==> src/rtl/bam_pkg.sv <==
// Shared constants, command codes and types for the allocation bit map.
package bam_pkg;

	localparam int MAX_ENTRIES = 1024;
	localparam int WORD_BITS   = 32;
	localparam int OFF_W       = 5;
	localparam int WORDS       = (MAX_ENTRIES + WORD_BITS - 1) / WORD_BITS;
	localparam int WADDR_W     = (WORDS > 1) ? $clog2(WORDS) : 1;
	// wide enough for a word base plus one word, and for the 11-bit count
	localparam int BASE_W      = (WADDR_W + OFF_W + 1 > 12) ? (WADDR_W + OFF_W + 1) : 12;
	localparam int CNT_CAP     = (MAX_ENTRIES > 2047) ? 2047 : MAX_ENTRIES;

	localparam logic [2:0] CMD_SET_ALL = 3'd0;
	localparam logic [2:0] CMD_CLR_ALL = 3'd1;
	localparam logic [2:0] CMD_SET_ONE = 3'd2;
	localparam logic [2:0] CMD_CLR_ONE = 3'd3;
	localparam logic [2:0] CMD_READ    = 3'd4;
	localparam logic [2:0] CMD_FIND    = 3'd5;

	typedef struct packed {
		logic [WORD_BITS-1:0] set_word;
		logic [WORD_BITS-1:0] clr_word;
		logic                 bit_val;
		logic                 zero_hit;
		logic [OFF_W-1:0]     zero_pos;
	} wu_res_t;

endpackage

==> src/rtl/bam_ram.sv <==
// Generic single-write, single-read RAM with registered read data.
module bam_ram #(
	parameter int W     = 32,
	parameter int DEPTH = 32
) (
	input  logic                                    clk,
	input  logic                                    we,
	input  logic [((DEPTH > 1) ? $clog2(DEPTH) : 1)-1:0] waddr,
	input  logic [W-1:0]                            wdata,
	input  logic [((DEPTH > 1) ? $clog2(DEPTH) : 1)-1:0] raddr,
	output logic [W-1:0]                            rdata
);

	logic [W-1:0] mem_q [DEPTH];

	always_ff @(posedge clk) begin
		if (we) begin
			mem_q[waddr] <= wdata;
		end
		rdata <= mem_q[raddr];
	end

endmodule

==> src/rtl/bam_word_unit.sv <==
// Shared word unit: bit update, bit read and lowest-clear search over one word.
module bam_word_unit (
	input  logic [bam_pkg::WORD_BITS-1:0] word,
	input  logic [bam_pkg::OFF_W-1:0]     off,
	input  logic [bam_pkg::OFF_W:0]       lim,
	output bam_pkg::wu_res_t              res
);

	logic [bam_pkg::WORD_BITS-1:0] one_hot;
	logic [bam_pkg::WORD_BITS-1:0] valid_mask;
	logic [bam_pkg::WORD_BITS-1:0] masked;

	always_comb begin
		one_hot = bam_pkg::WORD_BITS'(1) << off;
		if (lim >= (bam_pkg::OFF_W + 1)'(bam_pkg::WORD_BITS)) begin
			valid_mask = '1;
		end else begin
			valid_mask = (bam_pkg::WORD_BITS'(1) << lim) - bam_pkg::WORD_BITS'(1);
		end
		// bits past the count look set so the search skips them
		masked       = word | ~valid_mask;
		res.set_word = word | one_hot;
		res.clr_word = word & ~one_hot;
		res.bit_val  = word[off];
		res.zero_hit = ~&masked;
		res.zero_pos = '0;
		for (int i = bam_pkg::WORD_BITS - 1; i >= 0; i--) begin
			if (!masked[i]) begin
				res.zero_pos = bam_pkg::OFF_W'(i);
			end
		end
	end

endmodule

==> src/rtl/bitmap_allocation_map.sv <==
// Allocation bit map top level: sequencer, register port and result register.
//
// Input channel (command, index) and result channel (bit_value, free_found,
// free_index, index_valid) use valid/stall; one result per input transaction.
// The marks live in a 32-word x 32-bit RAM that is worked one word per
// cycle through a shared word unit. Set all and clear all write one RAM
// word per cycle; find reads the words from the lowest one up.
// The RAM's single read port sets the find time; the write port sets the
// set all / clear all time. One transaction is worked at a time: in_stall is
// high from accept until the result is loaded into the output register.
// After reset the block clears the RAM with in_stall high; the count
// register resets to 1024 and is written through the APB port.
// A stalled result holds in the output register; the next transaction may be
// accepted and worked meanwhile, and its result waits until the register frees.
module bitmap_allocation_map (
	input  logic        clk,
	input  logic        arst_n,
	input  logic        psel,
	input  logic        penable,
	input  logic        pwrite,
	input  logic [2:0]  paddr,
	input  logic [31:0] pwdata,
	output logic [31:0] prdata,
	output logic        pready,
	input  logic        in_valid,
	output logic        in_stall,
	input  logic [2:0]  command,
	input  logic [15:0] index,
	output logic        out_valid,
	input  logic        out_stall,
	output logic        bit_value,
	output logic        free_found,
	output logic [10:0] free_index,
	output logic        index_valid
);

	localparam logic [2:0] ST_FILL = 3'd0;
	localparam logic [2:0] ST_IDLE = 3'd1;
	localparam logic [2:0] ST_WORD = 3'd2;
	localparam logic [2:0] ST_SCAN = 3'd3;
	localparam logic [2:0] ST_OUT  = 3'd4;

	localparam int BW = bam_pkg::BASE_W;
	localparam int AW = bam_pkg::WADDR_W;

	logic [2:0]                      state_q;
	logic [10:0]                     ec_q;
	logic [2:0]                      cmd_q;
	logic [bam_pkg::OFF_W-1:0]       off_q;
	logic [AW-1:0]                   waddr_q;
	logic [AW-1:0]                   scan_q;
	logic                            valid_q;
	logic                            fill_val_q;
	logic                            fill_res_q;
	logic                            res_bit_q;
	logic                            res_found_q;
	logic [10:0]                     res_idx_q;
	logic                            out_valid_q;
	logic                            out_bit_q;
	logic                            out_found_q;
	logic [10:0]                     out_idx_q;
	logic                            out_ivalid_q;

	logic [10:0]                     cnt;
	logic                            acc;
	logic                            in_ok;
	logic                            load_out;
	logic [AW-1:0]                   in_word;
	logic [AW-1:0]                   raddr;
	logic [AW-1:0]                   waddr;
	logic [bam_pkg::WORD_BITS-1:0]   wdata;
	logic                            we;
	logic [bam_pkg::WORD_BITS-1:0]   rdata;
	logic [BW-1:0]                   base;
	logic [BW-1:0]                   cnt_x;
	logic [BW-1:0]                   rem;
	logic [bam_pkg::OFF_W:0]         lim;
	logic                            scan_last;
	logic [10:0]                     hit_idx;
	logic                            cfg_we;
	bam_pkg::wu_res_t                wu;

	assign cnt      = (ec_q > 11'(bam_pkg::CNT_CAP)) ? 11'(bam_pkg::CNT_CAP) : ec_q;
	assign acc      = in_valid && (state_q == ST_IDLE);
	assign in_ok    = index < 16'(cnt);
	assign in_word  = index[bam_pkg::OFF_W +: AW];
	assign load_out = (state_q == ST_OUT) && (!out_valid_q || !out_stall);

	// read address: the incoming word (word 0 for find), the next scan word, or the held word
	always_comb begin
		case (state_q)
			ST_IDLE: raddr = (command == bam_pkg::CMD_FIND) ? '0 : in_word;
			ST_SCAN: raddr = scan_q + AW'(1);
			default: raddr = waddr_q;
		endcase
	end

	always_comb begin
		base      = BW'({scan_q, bam_pkg::OFF_W'(0)});
		cnt_x     = BW'(cnt);
		rem       = cnt_x - base;
		scan_last = cnt_x <= (base + BW'(bam_pkg::WORD_BITS));
		if (cnt_x <= base) begin
			lim = '0;
		end else if (rem >= BW'(bam_pkg::WORD_BITS)) begin
			lim = (bam_pkg::OFF_W + 1)'(bam_pkg::WORD_BITS);
		end else begin
			lim = rem[bam_pkg::OFF_W:0];
		end
		hit_idx = 11'(base + BW'(wu.zero_pos));
	end

	always_comb begin
		if (state_q == ST_FILL) begin
			we    = 1'b1;
			waddr = scan_q;
			wdata = {bam_pkg::WORD_BITS{fill_val_q}};
		end else begin
			we    = (state_q == ST_WORD) && valid_q &&
			        ((cmd_q == bam_pkg::CMD_SET_ONE) || (cmd_q == bam_pkg::CMD_CLR_ONE));
			waddr = waddr_q;
			wdata = (cmd_q == bam_pkg::CMD_SET_ONE) ? wu.set_word : wu.clr_word;
		end
	end

	bam_ram #(
		.W     (bam_pkg::WORD_BITS),
		.DEPTH (bam_pkg::WORDS)
	) u_ram (
		.clk   (clk),
		.we    (we),
		.waddr (waddr),
		.wdata (wdata),
		.raddr (raddr),
		.rdata (rdata)
	);

	bam_word_unit u_wu (
		.word (rdata),
		.off  (off_q),
		.lim  (lim),
		.res  (wu)
	);

	// control
	always_ff @(posedge clk or negedge arst_n) begin
		if (!arst_n) begin
			state_q     <= ST_FILL;
			scan_q      <= '0;
			fill_val_q  <= 1'b0;
			fill_res_q  <= 1'b0;
			out_valid_q <= 1'b0;
		end else begin
			if (load_out) begin
				out_valid_q <= 1'b1;
			end else if (!out_stall) begin
				out_valid_q <= 1'b0;
			end
			case (state_q)
				ST_FILL: begin
					if (scan_q == AW'(bam_pkg::WORDS - 1)) begin
						scan_q  <= '0;
						state_q <= fill_res_q ? ST_OUT : ST_IDLE;
					end else begin
						scan_q <= scan_q + AW'(1);
					end
				end
				ST_IDLE: begin
					if (acc) begin
						scan_q <= '0;
						case (command)
							bam_pkg::CMD_SET_ALL: begin
								fill_val_q <= 1'b1;
								fill_res_q <= 1'b1;
								state_q    <= ST_FILL;
							end
							bam_pkg::CMD_CLR_ALL: begin
								fill_val_q <= 1'b0;
								fill_res_q <= 1'b1;
								state_q    <= ST_FILL;
							end
							bam_pkg::CMD_SET_ONE,
							bam_pkg::CMD_CLR_ONE,
							bam_pkg::CMD_READ: state_q <= ST_WORD;
							bam_pkg::CMD_FIND: state_q <= ST_SCAN;
							default:           state_q <= ST_OUT;
						endcase
					end
				end
				ST_WORD: state_q <= ST_OUT;
				ST_SCAN: begin
					if (wu.zero_hit || scan_last) begin
						state_q <= ST_OUT;
					end else begin
						scan_q <= scan_q + AW'(1);
					end
				end
				ST_OUT: begin
					if (load_out) begin
						state_q <= ST_IDLE;
					end
				end
				default: state_q <= ST_IDLE;
			endcase
		end
	end

	// transaction payload and results
	always_ff @(posedge clk) begin
		if (acc) begin
			cmd_q       <= command;
			off_q       <= index[bam_pkg::OFF_W-1:0];
			waddr_q     <= in_word;
			valid_q     <= in_ok;
			res_bit_q   <= 1'b0;
			res_found_q <= 1'b0;
			res_idx_q   <= '0;
		end
		if (state_q == ST_WORD) begin
			res_bit_q <= (cmd_q == bam_pkg::CMD_READ) && valid_q && wu.bit_val;
		end
		if (state_q == ST_SCAN) begin
			if (wu.zero_hit) begin
				res_found_q <= 1'b1;
				res_idx_q   <= hit_idx;
			end else if (scan_last) begin
				res_idx_q <= cnt;
			end
		end
		if (load_out) begin
			out_bit_q    <= res_bit_q;
			out_found_q  <= res_found_q;
			out_idx_q    <= res_idx_q;
			out_ivalid_q <= valid_q;
		end
	end

	// register port
	assign cfg_we = psel && penable && pwrite && (paddr[2] == 1'b0);

	always_ff @(posedge clk or negedge arst_n) begin
		if (!arst_n) begin
			ec_q <= 11'd1024;
		end else if (cfg_we) begin
			ec_q <= pwdata[10:0];
		end
	end

	assign prdata      = paddr[2] ? 32'd0 : {21'd0, ec_q};
	assign pready      = 1'b1;
	assign in_stall    = (state_q != ST_IDLE);
	assign out_valid   = out_valid_q;
	assign bit_value   = out_bit_q;
	assign free_found  = out_found_q;
	assign free_index  = out_idx_q;
	assign index_valid = out_ivalid_q;

endmodule

==> config.mk <==
export PLATFORM = sky130hd
export DESIGN_NAME = bitmap_allocation_map
export DESIGN_NICKNAME = d
export VERILOG_FILES = /design/src/rtl/bam_pkg.sv /design/src/rtl/bam_ram.sv /design/src/rtl/bam_word_unit.sv /design/src/rtl/bitmap_allocation_map.sv
export SDC_FILE = /design/constraint.sdc
export NUM_CORES = 2
export LEC_CHECK = 0
export BUFFER_PORTS_ARGS = -buffer_cell sky130_fd_sc_hd__buf_2
export CAP_MARGIN = 5
export CORE_MARGIN = 2
export CORE_UTILIZATION = 60
export DETAILED_ROUTE_END_ITERATION = 7
export PLACE_DENSITY = 0.77
export SYNTH_ARGS = -nofsm -noshare
export SYNTH_HDL_FRONTEND = slang
export SYNTH_SLANG_ARGS = --single-unit
==> constraint.sdc <==
create_clock -name clk -period 6.4 [get_ports clk]
set_input_delay 0.64 -clock clk [delete_from_list [all_inputs] [get_ports clk]]
set_output_delay 0.64 -clock clk [all_outputs]
set_load 0.005 [all_outputs]
==> impl_results.md <==
* Detailed Route WL at 116700 um
* Syn_area_per_cell at 18.30 um2
* Clk_skew at 35.33 ps
* Critical Path Stages at 19
* Worst r2r src: ec_q[10]$_DFFE_PN1P_
* Gr ovfl total at 0
* Initial core utilization at 60.59%
* WL/cell at 31.25 um
* Post-synth EDFFs at 1053
* Non-Filler Instances at 3734
* CTS root buf: clkbuf_16
* Fin area at 51850 um2
* Total CTS buffers at 106
* Largest net degree at the start of global routing at 129
* Hold WC Path Type: input port to flop
* Via/cell ratio at 6.753
* Core ar. at 75950 um2
* Slew Limit Fails at 0
* Hold EP: cmd_q[0]$_DFFE_PP_
* Post-DP Area at 48270 um2
* Cell count after placement at 3533
* P per Cell Area at 537.8 nW/um2
* Number of port buffers at 64
* Total GRT Usage at 30.12%
* Most used DFF post-synth: edfxtp_1
* R2R depth at 19
* Clock sinks at 1119
* DRC at 0
* Filler Cells Inserted at 4700
* Yosys cell types at 86
* Async set-or-reset flop fraction in the synthesized netlist at 1.966%
* Vias in the first global route at 24830
* Layout area overhead at 12.67%
* Yosys reg bits at 1119
* Final HPWL DP at 66410 um
* Die X-Extent at 280.9 um
* Share of cells above drive strength 1 at 27.19%
* Endpoints failing hold at 0
* Largest delay share family, worst path: simple AND/OR/NAND/NOR gates
* FF-to-FF End: res_idx_q[8]$_DFF_P_
* Initial DRC Count at 3548
* Final setup fails at 0
* Status: complete, no violations
* Nets at 2698
* CP max-delay cell: dfstp_2
* Post-route minimum period at 6040 ps
* Crit path launch type: flop
* Cells after synthesis at 2514
* RSZ-0062 raised after global routing: false
* Fmax at 165.6 MHz
* Buffers and inverters on the worst path at 2
* Worst path max stage delay at 730 ps
* CTS tree: yes
* Rows at 101
* Clock-pin transition on the worst setup and hold timing paths at 60 ps
* Setup TNS at 0 ps
* CP Class: flop to flop
* YS warnings at 0
* Synthesized area at 46020 um2
* Post-synthesis sequential area ratio at 71.83%
* Worst min-delay path startpoint: command[0]
* Antenna viol nets, final at 0
* Leak at 16.98 nW
* Worst-path cell chain: inv_1 > nand2_1 > ha_1 > inv_1 > fa_1 > nor2_1 > o2111a_2 > a31o_2 > nand4_1 > ha_1 > o41a_1 > and2_2 > a211o_1 > a31oi_1 > nand4_1 > or4b_4 > nor3_1 > o21a_1 > o2bb2ai_1
* Hold path cells at 1
* Slew @ Worst Pin at 1276 ps
* Critical Path End Type: flop
* Worst EP required at 6970 ps
* Initial DRT Pass Iterations at 6
* Ports at 110
* Gpl congestion at 0.9691
* MaxCap Viol Count at 0
* Routed via count at 25220
* # H-tree levels at 3
* Peak supply drop at 0.3527 mV
* Tcrit/Tclk final at 94.38%
* Clock Latency Late Sink at 690 ps
* Die height at 280.9 um
* First-pass GRT wire length at 169400 um
* Die ar. at 78920 um2
* Critical Path AT at 6610 ps
* Postcts setup bufs at 0
* Max Root-Sink Buffers at 3
* Crit path max fanout at 17
* Worst relative slew slack at 14.97%
* Flop-to-flop setup slack at 360 ps
* Initial antenna violation count at 0
[cell type report]
type / instances / area (um2) / area share (%)
Sequential cell: 1119 / 33050 / 63.75
Multi-Input combinational cell: 1224 / 12900 / 24.87
Clock buffer: 143 / 2967 / 5.722
Tap cell: 1030 / 1289 / 2.486
Timing Repair Buffer: 131 / 938.4 / 1.810
Clock inverter: 56 / 589.3 / 1.137
Inverter: 30 / 112.6 / 0.2172
Antenna cell: 1 / 2.502 / 0.004826
[metrics by stage]
step | setup slack, ps | util, % | power (mW) | hold WS (ps)
finish | 359.7 | 68.27 | 27.89 | 179.6
floorplan | 1464 | - | 17.85 | 344.4
global route | 99.66 | 68.26 | 28.98 | 162.0
CTS | 226.8 | 68.25 | 27.88 | 150.7
detailed placement | 251.4 | 63.56 | 21.50 | 413.5
global placement | 395.6 | 63.56 | 21.12 | 411.0
[layer usage]
metal	wire length (um)	up-vias	track usage (%)
li1	-	10380	-
met1	44590	12970	42.72
met2	54920	1622	46.29
met3	12610	247	6.634
met4	4576	0	11.87
met5	0	-	0
[worst reg2reg max path: stages (launching register included)]
cell       delay (ps)
dfstp_2           730
inv_1             220
nand2_1           200
ha_1              210
inv_1              70
fa_1              460
nor2_1            130
o2111a_2          360
a31o_2            270
nand4_1           130
ha_1              290
o41a_1            160
and2_2            320
a211o_1           310
a31oi_1           390
nand4_1           250
or4b_4            630
nor3_1            400
o21a_1            280
o2bb2ai_1         150
[cells in the mapped netlist, types with 26 or more instances]
cell / count / area [um2]
edfxtp_1: 1053 / 31620
mux4_2: 266 / 5991
nand2_1: 133 / 499.2
nor2_1: 115 / 431.7
o21ai_0: 91 / 455.4
clkbuf_1: 82 / 307.8
mux2_2: 76 / 855.8
a21oi_1: 74 / 370.4
mux2i_1: 74 / 740.7
buf_1: 48 / 180.2
dfxtp_1: 44 / 880.8
o31ai_1: 42 / 315.3
o211ai_1: 35 / 262.8
nand3_1: 32 / 160.2
inv_1: 29 / 108.9
nor3_1: 28 / 140.1
nor2b_1: 26 / 162.7
[logic make-up (layout without fill, tap and decap cells)]
| kind of cell | Yosys count | count (layout) | share of synthesized area (%) |
|---|---|---|---|
| xor gates and xnor gates | 7 | 7 | 0.1332 |
| adders and majority gates | 25 | 25 | 0.6961 |
| other | 2 | 23 | 0.01632 |
| muxes | 416 | 416 | 16.49 |
| AOI/OAI and AO/OA | 336 | 336 | 4.726 |
| buffers and inverters | 191 | 360 | 1.795 |
| and+or+nand+nor | 418 | 418 | 4.315 |
| DFF | 1119 | 1119 | 71.83 |
[timing repair]
action	in CTS	in global routing
gates resized for setup	0	3
hold endpoints to repair	21	0
hold buffers	1	0
setup endpoints to repair	0	16
[worst max path at each step]
stage	from	to	slack, ps
floorplan	ec_q[10]$_DFFE_PN1P_	scan_q[1]$_DFFE_PN0P_	1460
global placement	ec_q[10]$_DFFE_PN1P_	scan_q[1]$_DFFE_PN0P_	400
detailed placement	ec_q[10]$_DFFE_PN1P_	res_idx_q[8]$_DFF_P_	250
CTS	ec_q[10]$_DFFE_PN1P_	res_idx_q[6]$_DFF_P_	230
global route	ec_q[10]$_DFFE_PN1P_	res_idx_q[8]$_DFF_P_	100
finish	ec_q[10]$_DFFE_PN1P_	res_idx_q[8]$_DFF_P_	360
[where the power goes]
| part | switching [mW] | internal (mW) |
|---|---|---|
| Sequential | 0.628 | 11.3 |
| Combinational | 6.27 | 3.37 |
| Clock | 2.70 | 3.67 |
| Total | 9.60 | 18.3 |
[sequential cells by signal (all words and copies together), names as in the netlist]
signal / flops
free_found: 1
valid_q: 1
res_bit_q: 1
state_q: 3
scan_q: 5
res_idx_q: 11
free_index: 11
out_valid: 1
u_ram.mem_q: 1024
fill_val_q: 1
off_q: 5
bit_value: 1
u_ram.rdata: 32
waddr_q: 5
ec_q: 11
fill_res_q: 1
cmd_q: 3
res_found_q: 1
index_valid: 1
[layout by cell type (no fill, tap or decap), types with 9 or more instances in the layout]
master / instances
o21ai_0: 91
clkinv_1: 10
edfxtp_1: 1053
mux2i_1: 74
nand2_1: 132
a21oi_1: 71
mux2_2: 76
nand3_1: 32
nor4_1: 9
o31ai_2: 10
ha_1: 24
nor2b_1: 26
o211ai_1: 35
clkinv_2: 24
o21a_1: 13
a31oi_1: 14
buf_12: 9
or3_1: 12
bufinv_16: 10
o31ai_4: 23
dfxtp_1: 44
buf_4: 57
buf_2: 64
nor3_1: 27
conb_1: 22
nand2b_1: 10
o31ai_1: 10
clkbuf_16: 110
inv_1: 29
clkbuf_8: 9
nor2_1: 83
dfrtp_1: 21
clkbuf_1: 24
nor2_4: 33
mux4_2: 266
No activity file was read; power rests on OpenSTA's default activity.
